$ cat src/sv/ws2812_pkg.sv
// ----------------------------------------------------------------------------
// ws2812_pkg
// Shared types and constants for the one-wire LED pixel serializer: request
// codes, configuration register indexes, reset values and the control and
// status groups that pass between the controller and the datapath.
// ----------------------------------------------------------------------------
package ws2812_pkg;

  // Width of the phase tick counters unless overridden at the top level.
  localparam int unsigned TimingBitsDefault = 8;

  // Fixed field widths.
  localparam int unsigned ColorW   = 8;
  localparam int unsigned HourW    = 5;
  localparam int unsigned BrightW  = 9;
  localparam int unsigned CfgIdxW  = 3;
  localparam int unsigned CfgDataW = 9;
  localparam int unsigned PixelW   = 24;
  localparam int unsigned BitCntW  = 5;
  localparam int unsigned ProdW    = ColorW + BrightW;
  localparam int unsigned NightW   = ProdW + 6;

  // Number of bits sent for one pixel.
  localparam logic [BitCntW-1:0] PixelBits = 5'd24;

  // Night window: hour at or above the start, or below the end.
  localparam logic [HourW-1:0] NightStartHour = 5'd22;
  localparam logic [HourW-1:0] NightEndHour   = 5'd6;

  // Register reset values.
  localparam logic [BrightW-1:0] BrightnessReset = 9'd256;
  localparam logic [7:0]         ZeroHighReset   = 8'd20;
  localparam logic [7:0]         ZeroLowReset    = 8'd38;
  localparam logic [7:0]         OneHighReset    = 8'd38;
  localparam logic [7:0]         OneLowReset     = 8'd5;

  // Request kinds carried in the mode field.
  typedef enum logic {
    ModePixel = 1'b0,
    ModeTick  = 1'b1
  } mode_e;

  // Configuration register indexes.
  typedef enum logic [CfgIdxW-1:0] {
    CfgBrightness = 3'd0,
    CfgZeroHigh   = 3'd1,
    CfgZeroLow    = 3'd2,
    CfgOneHigh    = 3'd3,
    CfgOneLow     = 3'd4
  } cfg_idx_e;

  // Color lane being scaled.
  typedef enum logic [1:0] {
    LaneGreen = 2'd0,
    LaneRed   = 2'd1,
    LaneBlue  = 2'd2
  } lane_e;

  // Controller states.
  typedef enum logic [1:0] {
    StIdle = 2'd0,
    StMul  = 2'd1,
    StAcc  = 2'd2,
    StLoad = 2'd3
  } ctrl_state_e;

  // Commands from the controller to the datapath.
  typedef struct packed {
    logic capture;    // latch pixel fields and night flag, restart lanes
    logic mul;        // brightness product of the current lane
    logic acc;        // night scale, saturate, append to the word
    logic load;       // load the scaled word into the shifter
    logic tick;       // advance the waveform by one time unit
    logic out_write;  // write the result register
    logic drop;       // the result flags a dropped pixel
  } dp_cmd_t;

  // Status from the datapath to the controller.
  typedef struct packed {
    logic busy;       // bits remain to be sent
    logic last_lane;  // the blue lane is current
  } dp_status_t;

endpackage

$ cat src/sv/ws2812_ctrl.sv
// ----------------------------------------------------------------------------
// ws2812_ctrl
// Controller of the serializer: accepts requests, sequences the three-lane
// color scaling and owns the valid bit of the result register.
// ----------------------------------------------------------------------------
module ws2812_ctrl (
  input  logic                   clk_i,
  input  logic                   rst_ni,
  input  logic                   in_valid_i,
  output logic                   in_ready_o,
  input  logic                   mode_i,
  output logic                   out_valid_o,
  input  logic                   out_ready_i,
  input  ws2812_pkg::dp_status_t status_i,
  output ws2812_pkg::dp_cmd_t    cmd_o
);
  import ws2812_pkg::*;

  ctrl_state_e state_q, state_d;
  logic        out_valid_q, out_valid_d;
  logic        out_free;
  logic        accept;

  // The result register can take a new value when empty or being drained.
  assign out_free   = !out_valid_q || out_ready_i;
  assign in_ready_o = (state_q == StIdle) && out_free;
  assign accept     = in_valid_i && in_ready_o;

  // Next state.
  always_comb begin
    state_d = state_q;
    unique case (state_q)
      StIdle: begin
        if (accept && (mode_i == ModePixel) && !status_i.busy) begin
          state_d = StMul;
        end
      end
      StMul: begin
        state_d = StAcc;
      end
      StAcc: begin
        state_d = status_i.last_lane ? StLoad : StMul;
      end
      StLoad: begin
        if (out_free) begin
          state_d = StIdle;
        end
      end
      default: state_d = StIdle;
    endcase
  end

  // Datapath commands.
  always_comb begin
    cmd_o = '0;
    unique case (state_q)
      StIdle: begin
        if (accept) begin
          if (mode_i == ModeTick) begin
            cmd_o.tick      = 1'b1;
            cmd_o.out_write = 1'b1;
          end else if (status_i.busy) begin
            cmd_o.drop      = 1'b1;
            cmd_o.out_write = 1'b1;
          end else begin
            cmd_o.capture = 1'b1;
          end
        end
      end
      StMul: begin
        cmd_o.mul = 1'b1;
      end
      StAcc: begin
        cmd_o.acc = 1'b1;
      end
      StLoad: begin
        if (out_free) begin
          cmd_o.load      = 1'b1;
          cmd_o.out_write = 1'b1;
        end
      end
      default: cmd_o = '0;
    endcase
  end

  // Result valid: set on a write, cleared when the consumer takes it.
  always_comb begin
    out_valid_d = out_valid_q;
    if (cmd_o.out_write) begin
      out_valid_d = 1'b1;
    end else if (out_ready_i) begin
      out_valid_d = 1'b0;
    end
  end

  always_ff @(posedge clk_i or negedge rst_ni) begin
    if (!rst_ni) begin
      state_q     <= StIdle;
      out_valid_q <= 1'b0;
    end else begin
      state_q     <= state_d;
      out_valid_q <= out_valid_d;
    end
  end

  assign out_valid_o = out_valid_q;

endmodule

$ cat src/sv/ws2812_dp.sv
// ----------------------------------------------------------------------------
// ws2812_dp
// Datapath of the serializer: configuration registers, the shared color
// scaling unit, the 24-bit shifter with its phase counter and the result
// register payload.
// ----------------------------------------------------------------------------
module ws2812_dp #(
  parameter int unsigned TIMING_BITS = ws2812_pkg::TimingBitsDefault
) (
  input  logic                              clk_i,
  input  logic                              rst_ni,
  input  logic [ws2812_pkg::ColorW-1:0]     green_i,
  input  logic [ws2812_pkg::ColorW-1:0]     red_i,
  input  logic [ws2812_pkg::ColorW-1:0]     blue_i,
  input  logic [ws2812_pkg::HourW-1:0]      hour_i,
  input  logic                              cfg_we_i,
  input  logic [ws2812_pkg::CfgIdxW-1:0]    cfg_idx_i,
  input  logic [ws2812_pkg::CfgDataW-1:0]   cfg_wdata_i,
  input  ws2812_pkg::dp_cmd_t               cmd_i,
  output ws2812_pkg::dp_status_t            status_o,
  output logic                              pin_level_o,
  output logic                              busy_res_o,
  output logic                              pixel_dropped_o
);
  import ws2812_pkg::*;

  // Configuration registers.
  logic [BrightW-1:0]     brightness_q;
  logic [TIMING_BITS-1:0] zero_high_q, zero_low_q, one_high_q, one_low_q;
  logic [TIMING_BITS-1:0] cfg_tick_val;
  logic [TIMING_BITS+7:0] cfg_tick_ext;

  // Scaling unit.
  logic [ColorW-1:0]      green_q, red_q, blue_q;
  logic                   night_q;
  lane_e                  lane_q;
  logic [ColorW-1:0]      lane_color;
  logic [ProdW-1:0]       prod_q;
  logic [NightW-1:0]      prod_ext, night_prod;
  logic [ColorW-1:0]      scaled;
  logic [PixelW-1:0]      word_q;

  // Shifter and phase timing.
  logic [PixelW-1:0]      shift_q, shift_d;
  logic [BitCntW-1:0]     bits_q, bits_d, bits_dec;
  logic                   high_q, high_d;
  logic [TIMING_BITS-1:0] ticks_q, ticks_d;

  // Result payload.
  logic pin_q, busy_q, drop_q;

  // Tick counts arrive as 8 bits and are kept at the counter width.
  assign cfg_tick_ext = {{TIMING_BITS{1'b0}}, cfg_wdata_i[7:0]};
  assign cfg_tick_val = cfg_tick_ext[TIMING_BITS-1:0];

  always_ff @(posedge clk_i or negedge rst_ni) begin
    if (!rst_ni) begin
      brightness_q <= BrightnessReset;
      zero_high_q  <= TIMING_BITS'(ZeroHighReset);
      zero_low_q   <= TIMING_BITS'(ZeroLowReset);
      one_high_q   <= TIMING_BITS'(OneHighReset);
      one_low_q    <= TIMING_BITS'(OneLowReset);
    end else if (cfg_we_i) begin
      unique case (cfg_idx_i)
        CfgBrightness: brightness_q <= cfg_wdata_i;
        CfgZeroHigh:   zero_high_q  <= cfg_tick_val;
        CfgZeroLow:    zero_low_q   <= cfg_tick_val;
        CfgOneHigh:    one_high_q   <= cfg_tick_val;
        CfgOneLow:     one_low_q    <= cfg_tick_val;
        default: ;
      endcase
    end
  end

  // Pixel capture and lane stepping.
  always_ff @(posedge clk_i or negedge rst_ni) begin
    if (!rst_ni) begin
      lane_q <= LaneGreen;
    end else if (cmd_i.capture) begin
      lane_q <= LaneGreen;
    end else if (cmd_i.acc) begin
      lane_q <= (lane_q == LaneGreen) ? LaneRed : LaneBlue;
    end
  end

  always_ff @(posedge clk_i) begin
    if (cmd_i.capture) begin
      green_q <= green_i;
      red_q   <= red_i;
      blue_q  <= blue_i;
      night_q <= (hour_i >= NightStartHour) || (hour_i < NightEndHour);
    end
  end

  always_comb begin
    unique case (lane_q)
      LaneGreen: lane_color = green_q;
      LaneRed:   lane_color = red_q;
      default:   lane_color = blue_q;
    endcase
  end

  // First stage: color times brightness.
  always_ff @(posedge clk_i) begin
    if (cmd_i.mul) begin
      prod_q <= ProdW'(lane_color) * ProdW'(brightness_q);
    end
  end

  // Second stage: night scaling by 51/256 as shifts and adds; by day the product saturates.
  assign prod_ext   = NightW'(prod_q);
  assign night_prod = (prod_ext << 5) + (prod_ext << 4) + (prod_ext << 1) + prod_ext;

  always_comb begin
    if (night_q) begin
      scaled = {1'b0, night_prod[NightW-1:16]};
    end else if (prod_q[ProdW-1]) begin
      scaled = '1;
    end else begin
      scaled = prod_q[ProdW-2:8];
    end
  end

  always_ff @(posedge clk_i) begin
    if (cmd_i.acc) begin
      word_q <= {word_q[PixelW-ColorW-1:0], scaled};
    end
  end

  // Waveform sequencing: load a word or advance by one tick.
  assign bits_dec = bits_q - 5'd1;

  always_comb begin
    shift_d = shift_q;
    bits_d  = bits_q;
    high_d  = high_q;
    ticks_d = ticks_q;
    if (cmd_i.load) begin
      shift_d = word_q;
      bits_d  = PixelBits;
      high_d  = 1'b1;
      ticks_d = word_q[PixelW-1] ? one_high_q : zero_high_q;
    end else if (cmd_i.tick && (bits_q != '0)) begin
      if (ticks_q > TIMING_BITS'(1)) begin
        ticks_d = ticks_q - TIMING_BITS'(1);
      end else if (high_q) begin
        high_d  = 1'b0;
        ticks_d = shift_q[PixelW-1] ? one_low_q : zero_low_q;
      end else begin
        shift_d = {shift_q[PixelW-2:0], 1'b0};
        bits_d  = bits_dec;
        if (bits_dec != '0) begin
          high_d  = 1'b1;
          ticks_d = shift_q[PixelW-2] ? one_high_q : zero_high_q;
        end else begin
          high_d  = 1'b0;
          ticks_d = '0;
        end
      end
    end
  end

  always_ff @(posedge clk_i or negedge rst_ni) begin
    if (!rst_ni) begin
      shift_q <= '0;
      bits_q  <= '0;
      high_q  <= 1'b0;
      ticks_q <= '0;
    end else begin
      shift_q <= shift_d;
      bits_q  <= bits_d;
      high_q  <= high_d;
      ticks_q <= ticks_d;
    end
  end

  // Result payload, taken from the state as it stands after this request.
  always_ff @(posedge clk_i) begin
    if (cmd_i.out_write) begin
      pin_q  <= (bits_d != '0) && high_d;
      busy_q <= bits_d != '0;
      drop_q <= cmd_i.drop;
    end
  end

  assign status_o.busy      = bits_q != '0;
  assign status_o.last_lane = lane_q == LaneBlue;

  assign pin_level_o     = pin_q;
  assign busy_res_o      = busy_q;
  assign pixel_dropped_o = drop_q;

endmodule

$ cat src/sv/ws2812_pixel_serializer_core.sv
// ----------------------------------------------------------------------------
// ws2812_pixel_serializer_core
// One-wire LED pixel encoder: scales a pixel by brightness and night dimming,
// then sends its 24 bits as timed high and low phases, one tick per request.
// ----------------------------------------------------------------------------
//
//   Channel   Handshake                 Payload
//   -------   -----------------------   -------------------------------------
//   in        in_valid_i / in_ready_o   mode_i, green_i, red_i, blue_i, hour_i
//   out       out_valid_o / out_ready_i pin_level_o, busy_res_o,
//                                       pixel_dropped_o
//   cfg       cfg_we_i (no wait)        cfg_idx_i, cfg_wdata_i
//
// A tick request, and a pixel that arrives while busy, write a result when
// taken; ticks can follow each other every cycle while the consumer keeps up.
// A loaded pixel is accepted, then takes its three lanes in turn through the
// shared multiplier and night scaler, a multiply and an accumulate state per
// lane, then the load state, which waits while the result register is full.
// The single result register limits throughput: in_ready_o drops while a
// result waits and out_ready_i is low.
// Reset restores the register defaults, empties the shifter and clears out_valid_o.
//
module ws2812_pixel_serializer_core #(
  parameter int unsigned TIMING_BITS = ws2812_pkg::TimingBitsDefault
) (
  input  logic                            clk_i,
  input  logic                            rst_ni,
  input  logic                            in_valid_i,
  output logic                            in_ready_o,
  input  logic                            mode_i,
  input  logic [ws2812_pkg::ColorW-1:0]   green_i,
  input  logic [ws2812_pkg::ColorW-1:0]   red_i,
  input  logic [ws2812_pkg::ColorW-1:0]   blue_i,
  input  logic [ws2812_pkg::HourW-1:0]    hour_i,
  output logic                            out_valid_o,
  input  logic                            out_ready_i,
  output logic                            pin_level_o,
  output logic                            busy_res_o,
  output logic                            pixel_dropped_o,
  input  logic                            cfg_we_i,
  input  logic [ws2812_pkg::CfgIdxW-1:0]  cfg_idx_i,
  input  logic [ws2812_pkg::CfgDataW-1:0] cfg_wdata_i
);
  import ws2812_pkg::*;

  dp_cmd_t    cmd;
  dp_status_t status;

  // Request sequencing.
  ws2812_ctrl u_ctrl (
    .clk_i       (clk_i),
    .rst_ni      (rst_ni),
    .in_valid_i  (in_valid_i),
    .in_ready_o  (in_ready_o),
    .mode_i      (mode_i),
    .out_valid_o (out_valid_o),
    .out_ready_i (out_ready_i),
    .status_i    (status),
    .cmd_o       (cmd)
  );

  // Scaling, shifting and waveform timing.
  ws2812_dp #(
    .TIMING_BITS (TIMING_BITS)
  ) u_dp (
    .clk_i           (clk_i),
    .rst_ni          (rst_ni),
    .green_i         (green_i),
    .red_i           (red_i),
    .blue_i          (blue_i),
    .hour_i          (hour_i),
    .cfg_we_i        (cfg_we_i),
    .cfg_idx_i       (cfg_idx_i),
    .cfg_wdata_i     (cfg_wdata_i),
    .cmd_i           (cmd),
    .status_o        (status),
    .pin_level_o     (pin_level_o),
    .busy_res_o      (busy_res_o),
    .pixel_dropped_o (pixel_dropped_o)
  );

endmodule

$ cat config.mk
export PLATFORM = sky130hd
export DESIGN_NAME = ws2812_pixel_serializer_core
export DESIGN_NICKNAME = d
export VERILOG_FILES = /design/src/sv/ws2812_pkg.sv /design/src/sv/ws2812_ctrl.sv /design/src/sv/ws2812_dp.sv /design/src/sv/ws2812_pixel_serializer_core.sv
export SDC_FILE = /design/constraint.sdc
export NUM_CORES = 1
export LEC_CHECK = 0
export BUFFER_PORTS_ARGS = -buffer_cell sky130_fd_sc_hd__buf_2
export CORE_MARGIN = 4
export CORE_UTILIZATION = 60
export CTS_BUF_LIST = sky130_fd_sc_hd__clkbuf_4 sky130_fd_sc_hd__clkbuf_8
export DETAILED_ROUTE_END_ITERATION = 8
export PLACE_DENSITY = 0.78
export RECOVER_POWER = 50
export SETUP_SLACK_MARGIN = 0.4
export SLEW_MARGIN = 15
export SYNTH_ARGS = -nofsm -noshare
export SYNTH_HDL_FRONTEND = slang
export SYNTH_SLANG_ARGS = --single-unit
$ cat constraint.sdc
create_clock -name clk_i -period 6.1 [get_ports clk_i]
set_input_delay 1.525 -clock clk_i [delete_from_list [all_inputs] [get_ports clk_i]]
set_output_delay 1.525 -clock clk_i [all_outputs]
set_load 0.1 [all_outputs]
==> reports/summary.md, run 1 <==
## Finish
- 9.36% — area overhead of the layout relative to synthesis
- 4190 um^2 — area of all sequential standard cells
- 1131 — layout net count
- 0 — final antenna diode count
- 1224 — fill cell total of the finished layout
- 11200 um^2 — final instance area
- 0.181 — share of final-layout standard cells stronger than drive strength 1
- 5710 um^2 — multi-input gate area in the final layout

## Clocking
- 2 — buffers from clock root to sink, at most
- 153 — total clock sinks
- 17 — Inserted Clock Buffers
- 0.45 ns — Worst-Skew Late Latency
- sky130_fd_sc_hd__clkbuf_8 — library cell used as clock root buffer
- 4 — number of levels the H-tree was split into
- 0.09 ns — clock-pin slew on the worst setup and hold paths
- built — clock tree from TritonCTS

## Outcome
- completed — status

## Placement
- 0.851 — global placement routability congestion
- 14.2 mm — estimated wirelength of the detail-placed design
- 50 — # port buffers
- 10800 um^2 — Cell Area, Placed

## Synthesis
- 57 — number of distinct library cells after synthesis
- 0 — Yosys Warn Count
- sky130_fd_sc_hd__edfxtp_1 — post-synthesis cell type with the largest combined area
- sky130_fd_sc_hd__dfrtp_1 — Main synth FF type
- 69 — Post-synth EDFFs
- 153 — register bit count reported by yosys
- 881 — cell count after synthesis
- 0.202 — share of the synthesized area in the top cell type
- sky130_fd_sc_hd__edfxtp_1 20%, sky130_fd_sc_hd__dfrtp_1 18%, sky130_fd_sc_hd__fa_1 13% — leading post-synthesis cells by cell area
- 11.6 um^2 — mean cell area of the mapped netlist
- 0.549 — async set or reset register ratio after synthesis
- sky130_fd_sc_hd__ha_1 — cell with the most instances after synthesis
- 1073 — Post-Syn Nets
- 77 x sky130_fd_sc_hd__ha_1, 73 x sky130_fd_sc_hd__dfrtp_1, 69 x sky130_fd_sc_hd__edfxtp_1, 69 x sky130_fd_sc_hd__nor2b_1 — commonest cells in the synthesized netlist
- 0.408 — sequential share of the synthesized area
- 10300 um^2 — combined area of all synthesized cells

## STA
- 0.0135 ns — clock tree skew after final layout
- 0 — final-report hold violation count
- 188 MHz — top achievable clock speed
- 0 — final number of setup-violating endpoints
- 0 ns — aggregate negative setup slack
- 1.39 ns — slew at the pin closest to its max-slew limit
- 0.871 — share of the clock period used by the worst path
- 0.0762 — Max transition margin
- false — unrepaired setup endpoints after global routing
- 5.31 ns — crit path time final
- 0 — number of max-slew violations in the final report

## Job
- 0 — count of max-cap constraint violations

## GRT
- 0 — grt ovf
- 0.207 — global router's overall resource usage
- 0.273 — routing usage on met1
- 6861 — via count of the first global-routing pass
- 0.362 — Global Route met2 Usage
- 0.0300 — Global Route met3 Usage
- 85 — maximum number of pins on one net before global-route repair
- 32.8 mm — wire length of the first global-routing pass
- met2 — layer with the highest usage after global routing
- 0 — initial antenna violation count

## Worst setup path
- 12 — maximum fanout encountered on the critical timing path
- sky130_fd_sc_hd__fa_1 — crit-path most repeated cell
- reg -> reg — crit path kind
- 6.29 ns — data required time of the worst path
- 3 — CP bufs+invs
- sky130_fd_sc_hd__dfrtp_2 — highest-delay cell along the critical path
- register — Setup crit end kind
- 19 — count of cell instances traversed by the critical path
- 5.51 ns — arrival time of the worst setup path
- adder cells — crit-path leading delay family
- mux2i_1 -> nor2_1 -> a21oi_1 -> buf_4 -> nor2b_1 -> fa_1 -> fa_1 -> fa_1 -> inv_1 -> fa_1 -> inv_1 -> ha_1 -> a21o_1 -> a21o_1 -> a21o_1 -> o31ai_1 -> nand2_1 -> a31oi_1 -> xnor2_1 — crit-path cells
- register — critical path startpoint category
- 0.57 ns — delay of the slowest critical-path stage
- 19 — Worst Reg2Reg Path Length in Cells

## Die
- 19200 um^2 — die area
- 139 um — die outline height
- 47 — row count
- 0.616 — Starting Density
- 139 um — DIE WIDTH
- 16600 um^2 — total core area
- 52 — number of top-level pins

## Drt
- 16.5 um — routed len/inst
- 0 — DRC violations left
- 19.3 mm — detailed-route wire length
- 6704 — routed vias
- 0 — count of nets left with antenna violations after detail routing
- 346 — DRC marker count from the first detailed-route iteration
- 5.72 — Avg Vias per Cell
- 5 — first-pass iteration count of the detailed router

## Hold path
- reg -> reg — worst min path class
- 0 — number of stages on the worst hold path

cell families (layout without fill, tap and decap cells):
family,Yosys count,in the layout,synth area share
muxes,97,97,0.102
DFF,153,153,0.408
and+or+nand+nor,230,230,0.119
AOI/OAI and AO/OA,135,135,0.0835
adders and majority gates,145,145,0.227
xor gates and xnor gates,29,29,0.0248
buffers and inverters,92,163,0.0357
final timing paths:
path	startpoint	to	slack (ns)
worst max-delay path	u_dp.lane_q[0]	u_dp.prod_q[16]	0.79
worst min-delay path	u_dp.word_q[3]	u_dp.word_q[11]	0.45
worst max register to register	u_dp.lane_q[0]	u_dp.prod_q[16]	0.79
worst min register to register	u_dp.word_q[3]	u_dp.word_q[11]	0.45
max in group asynchronous	rst_ni	u_dp.one_low_q[2]	3.85
min in group asynchronous	rst_ni	u_dp.shift_q[12]	1.30
state kept, by name, indices dropped and copies added (netlist names), 8 cells and up:
name,count
u_dp.blue_q,8
u_dp.word_q,24
u_dp.shift_q,24
u_dp.brightness_q,9
u_dp.prod_q,17
u_dp.one_low_q,8
u_dp.one_high_q,8
u_dp.zero_low_q,8
u_dp.zero_high_q,8
u_dp.green_q,8
u_dp.ticks_q,8
u_dp.red_q,8
layer usage:
| layer | share of wire | routed length (um) |
|---|---|---|
| met5 | 0 | 0 |
| met4 | 0.013 | 253 |
| met3 | 0.032 | 621 |
| met2 | 0.51 | 9920 |
| met1 | 0.44 | 8520 |
final cells by class:
| cell class | instances | share of cell area |
|---|---|---|
| clock inverters | 15 | 0.0171 |
| multi-input cells | 636 | 0.509 |
| inverters | 68 | 0.0228 |
| repair buffers | 63 | 0.0324 |
| well taps | 220 | 0.0245 |
| flip-flops and latches | 153 | 0.374 |
| clock buffers | 17 | 0.0209 |
repair_timing:
item	CTS	global route
setup buffers	0	0
hold buffers	0	0
gates resized for setup	0	2
endpoints found under the setup margin	0	3
cell usage in the layout, fill, tap and decap left out, drive strengths merged, types with 7 or more instances in the layout:
cell type / Yosys / routed
a21o: 7 / 7
a21oi: 42 / 42
a221oi: 7 / 7
buf: 9 / 61
clkbuf: 15 / 19
dfrtp: 73 / 73
dfstp: 11 / 11
edfxtp: 69 / 69
fa: 68 / 68
ha: 77 / 77
inv: 68 / 74
mux2: 59 / 59
mux2i: 38 / 38
nand2: 48 / 48
nand2b: 15 / 15
nand3: 8 / 8
nand4: 7 / 7
nor2: 50 / 50
nor2b: 69 / 69
nor3: 14 / 14
o21ai: 38 / 38
o31ai: 7 / 7
xnor2: 18 / 18
xor2: 11 / 11
through the flow:
step,instances,worst slack [ns],hold WS (ns),utilization
floorplan,881,0.765,0.426,-
global placement,1139,0.721,0.429,0.647
detailed placement,1139,0.668,0.436,0.647
CTS,1171,0.592,0.452,0.673
global route,1172,0.422,0.448,0.674
finish,1172,0.788,0.454,0.674
Power of run 1 is not shown: default switching activity piles up to over one toggle a cycle in this logic, so the estimate is an artifact.
==> run 2: changes to the inputs <==
--- a/config.mk
+++ b/config.mk
@@ -5,11 +5,13 @@
 export SDC_FILE = /design/constraint.sdc
 export NUM_CORES = 1
 export LEC_CHECK = 0
+export ABC_CLOCK_PERIOD_IN_PS = 6100
 export BUFFER_PORTS_ARGS = -buffer_cell sky130_fd_sc_hd__buf_2
 export CORE_MARGIN = 4
 export CORE_UTILIZATION = 60
 export CTS_BUF_LIST = sky130_fd_sc_hd__clkbuf_4 sky130_fd_sc_hd__clkbuf_8
 export DETAILED_ROUTE_END_ITERATION = 8
+export MAX_ROUTING_LAYER = met4
 export PLACE_DENSITY = 0.78
 export RECOVER_POWER = 50
 export SETUP_SLACK_MARGIN = 0.4
==> reports/summary.md, run 2 (synthesis results as in run 1) <==
## Worst setup path
- 5.51 ns — arrival time of the worst setup path, about the same
- 0.57 ns — delay of the slowest critical-path stage, about the same
- mux2i_1 -> nor2_1 -> a21oi_1 -> buf_4 -> nor2b_1 -> fa_1 -> fa_1 -> fa_1 -> inv_1 -> fa_1 -> inv_1 -> ha_1 -> a21o_1 -> a21o_1 -> a21o_1 -> o31ai_1 -> nand2_1 -> a31oi_1 -> xnor2_1 — crit-path cells, unchanged
- adder cells — crit-path leading delay family, unchanged
- u_dp.prod_q[16] — r2r endpoint, unchanged
- 0.78 ns — setup slack of the most critical reg-to-reg path, was 0.79 ns
- sky130_fd_sc_hd__dfrtp_2 — highest-delay cell along the critical path, unchanged
- u_dp.lane_q[0] — R2R Path Start, unchanged
- 19 — Worst Reg2Reg Path Length in Cells, unchanged
- 3 — CP bufs+invs, unchanged
- sky130_fd_sc_hd__fa_1 — crit-path most repeated cell, unchanged
- 6.29 ns — data required time of the worst path, about the same
- register — critical path startpoint category, unchanged
- 12 — maximum fanout encountered on the critical timing path, unchanged
- register — Setup crit end kind, unchanged
- reg -> reg — crit path kind, unchanged

## Drt
- 6672 — routed vias, was 6704
- 0 — count of nets left with antenna violations after detail routing, unchanged
- 19.3 mm — detailed-route wire length, about the same
- 329 — DRC marker count from the first detailed-route iteration, was 346
- 0 — DRC violations left, unchanged
- 5 — first-pass iteration count of the detailed router, unchanged
- 5.69 — Avg Vias per Cell, was 5.72
- 16.5 um — routed len/inst, about the same

## Clocking
- built — clock tree from TritonCTS, unchanged
- 4 — number of levels the H-tree was split into, unchanged
- 0.09 ns — clock-pin slew on the worst setup and hold paths, about the same
- sky130_fd_sc_hd__clkbuf_8 — library cell used as clock root buffer, unchanged
- 2 — buffers from clock root to sink, at most, unchanged
- 17 — Inserted Clock Buffers, unchanged
- 153 — total clock sinks, unchanged
- 0.45 ns — Worst-Skew Late Latency, about the same

## STA
- 0.872 — share of the clock period used by the worst path, was 0.871
- false — unrepaired setup endpoints after global routing, unchanged
- 0 — final-report hold violation count, unchanged
- 0 ns — aggregate negative setup slack, unchanged
- 0 — number of max-slew violations in the final report, unchanged
- 0.0771 — Max transition margin, was 0.0762
- 1.38 ns — slew at the pin closest to its max-slew limit, was 1.39 ns
- 0.0143 ns — clock tree skew after final layout, was 0.0135 ns
- 0 — final number of setup-violating endpoints, unchanged
- 5.32 ns — crit path time final, was 5.31 ns
- 188 MHz — top achievable clock speed, about the same

## Job
- 0 — count of max-cap constraint violations, unchanged

## Die
- 52 — number of top-level pins, unchanged
- 16600 um^2 — total core area, unchanged
- 139 um — die outline height, unchanged
- 0.616 — Starting Density, unchanged
- 47 — row count, unchanged
- 139 um — DIE WIDTH, unchanged
- 19200 um^2 — die area, unchanged

## Outcome
- completed — status, unchanged

## GRT
- 32.8 mm — wire length of the first global-routing pass, about the same
- 0 — grt ovf, unchanged
- 0 — initial antenna violation count, unchanged
- 6870 — via count of the first global-routing pass, was 6861
- 0.213 — global router's overall resource usage, was 0.207
- 85 — maximum number of pins on one net before global-route repair, unchanged

## Finish
- sky130_fd_sc_hd__ha_1 — commonest non-fill, non-tap cell in the layout, unchanged
- 9.36% — area overhead of the layout relative to synthesis, unchanged
- u_dp.shift_q: 24 flops, u_dp.word_q: 24 flops, u_dp.prod_q: 17 flops — largest registers, unchanged
- 1224 — fill cell total of the finished layout, unchanged
- 11200 um^2 — final instance area, unchanged
- 1131 — layout net count, unchanged
- 0.181 — share of final-layout standard cells stronger than drive strength 1, unchanged
- 0 — final antenna diode count, unchanged
- 77 x sky130_fd_sc_hd__ha_1, 71 x sky130_fd_sc_hd__dfrtp_1, 69 x sky130_fd_sc_hd__nor2b_1, 69 x sky130_fd_sc_hd__edfxtp_1 — commonest cells after routing, fill and taps aside, unchanged

## Hold path
- u_dp.word_q[1] — Hold Crit Start, was u_dp.word_q[3]
- 0 — number of stages on the worst hold path, unchanged
- u_dp.word_q[9] — worst min-delay path endpoint, was u_dp.word_q[11]
- reg -> reg — worst min path class, unchanged

## Placement
- 50 — # port buffers, unchanged
- 0.865 — global placement routability congestion, was 0.851
- 10800 um^2 — Cell Area, Placed, unchanged
- 14.2 mm — estimated wirelength of the detail-placed design, unchanged

run 2: per-layer routing:
| metal | track usage | wire, um |
|---|---|---|
| met1 | 0.272 | 8460 |
| met2 | 0.362 | 9940 |
| met3 | 0.0300 | 636 |
| met4 | 0.0566 | 246 |
| met5 | - | 0 |
run 2: worst max-delay path by stage:
| stage | to | from | depth (start not counted) |
|---|---|---|---|
| floorplan | u_dp.prod_q[16] | u_dp.lane_q[0] | 19 |
| global placement | u_dp.prod_q[16] | u_dp.lane_q[0] | 19 |
| detailed placement | u_dp.prod_q[16] | u_dp.lane_q[0] | 19 |
| CTS | u_dp.prod_q[16] | u_dp.lane_q[0] | 19 |
| global route | u_dp.prod_q[16] | u_dp.lane_q[0] | 19 |
| finish | u_dp.prod_q[16] | u_dp.lane_q[0] | 19 |
run 2: what timing repair did:
item	in CTS	in global routing
buffers inserted	0	0
setup endpoints to repair	0	3
resized for setup	0	2
hold buffers	0	0
run 2: layout make-up:
type | instances | area (um^2) | area share
flip-flops and latches | 153 | 4190 | 0.374
inverters | 68 | 255 | 0.0228
clock buffers | 17 | 234 | 0.0209
multi-input cells | 636 | 5710 | 0.509
well taps | 220 | 275 | 0.0245
clock inverters | 15 | 191 | 0.0171
repair buffers | 63 | 363 | 0.0324
run 2: per-stage QoR:
step | instances | worst slack, ns | util | hold WS [ns]
after floorplan | 881 | 0.765 | - | 0.426
after global placement | 1139 | 0.721 | 0.647 | 0.429
final | 1172 | 0.782 | 0.674 | 0.452
after global routing | 1172 | 0.422 | 0.674 | 0.448
after detailed placement | 1139 | 0.668 | 0.647 | 0.436
after CTS | 1171 | 0.592 | 0.673 | 0.452
Power of run 2 is left out for the same reason.
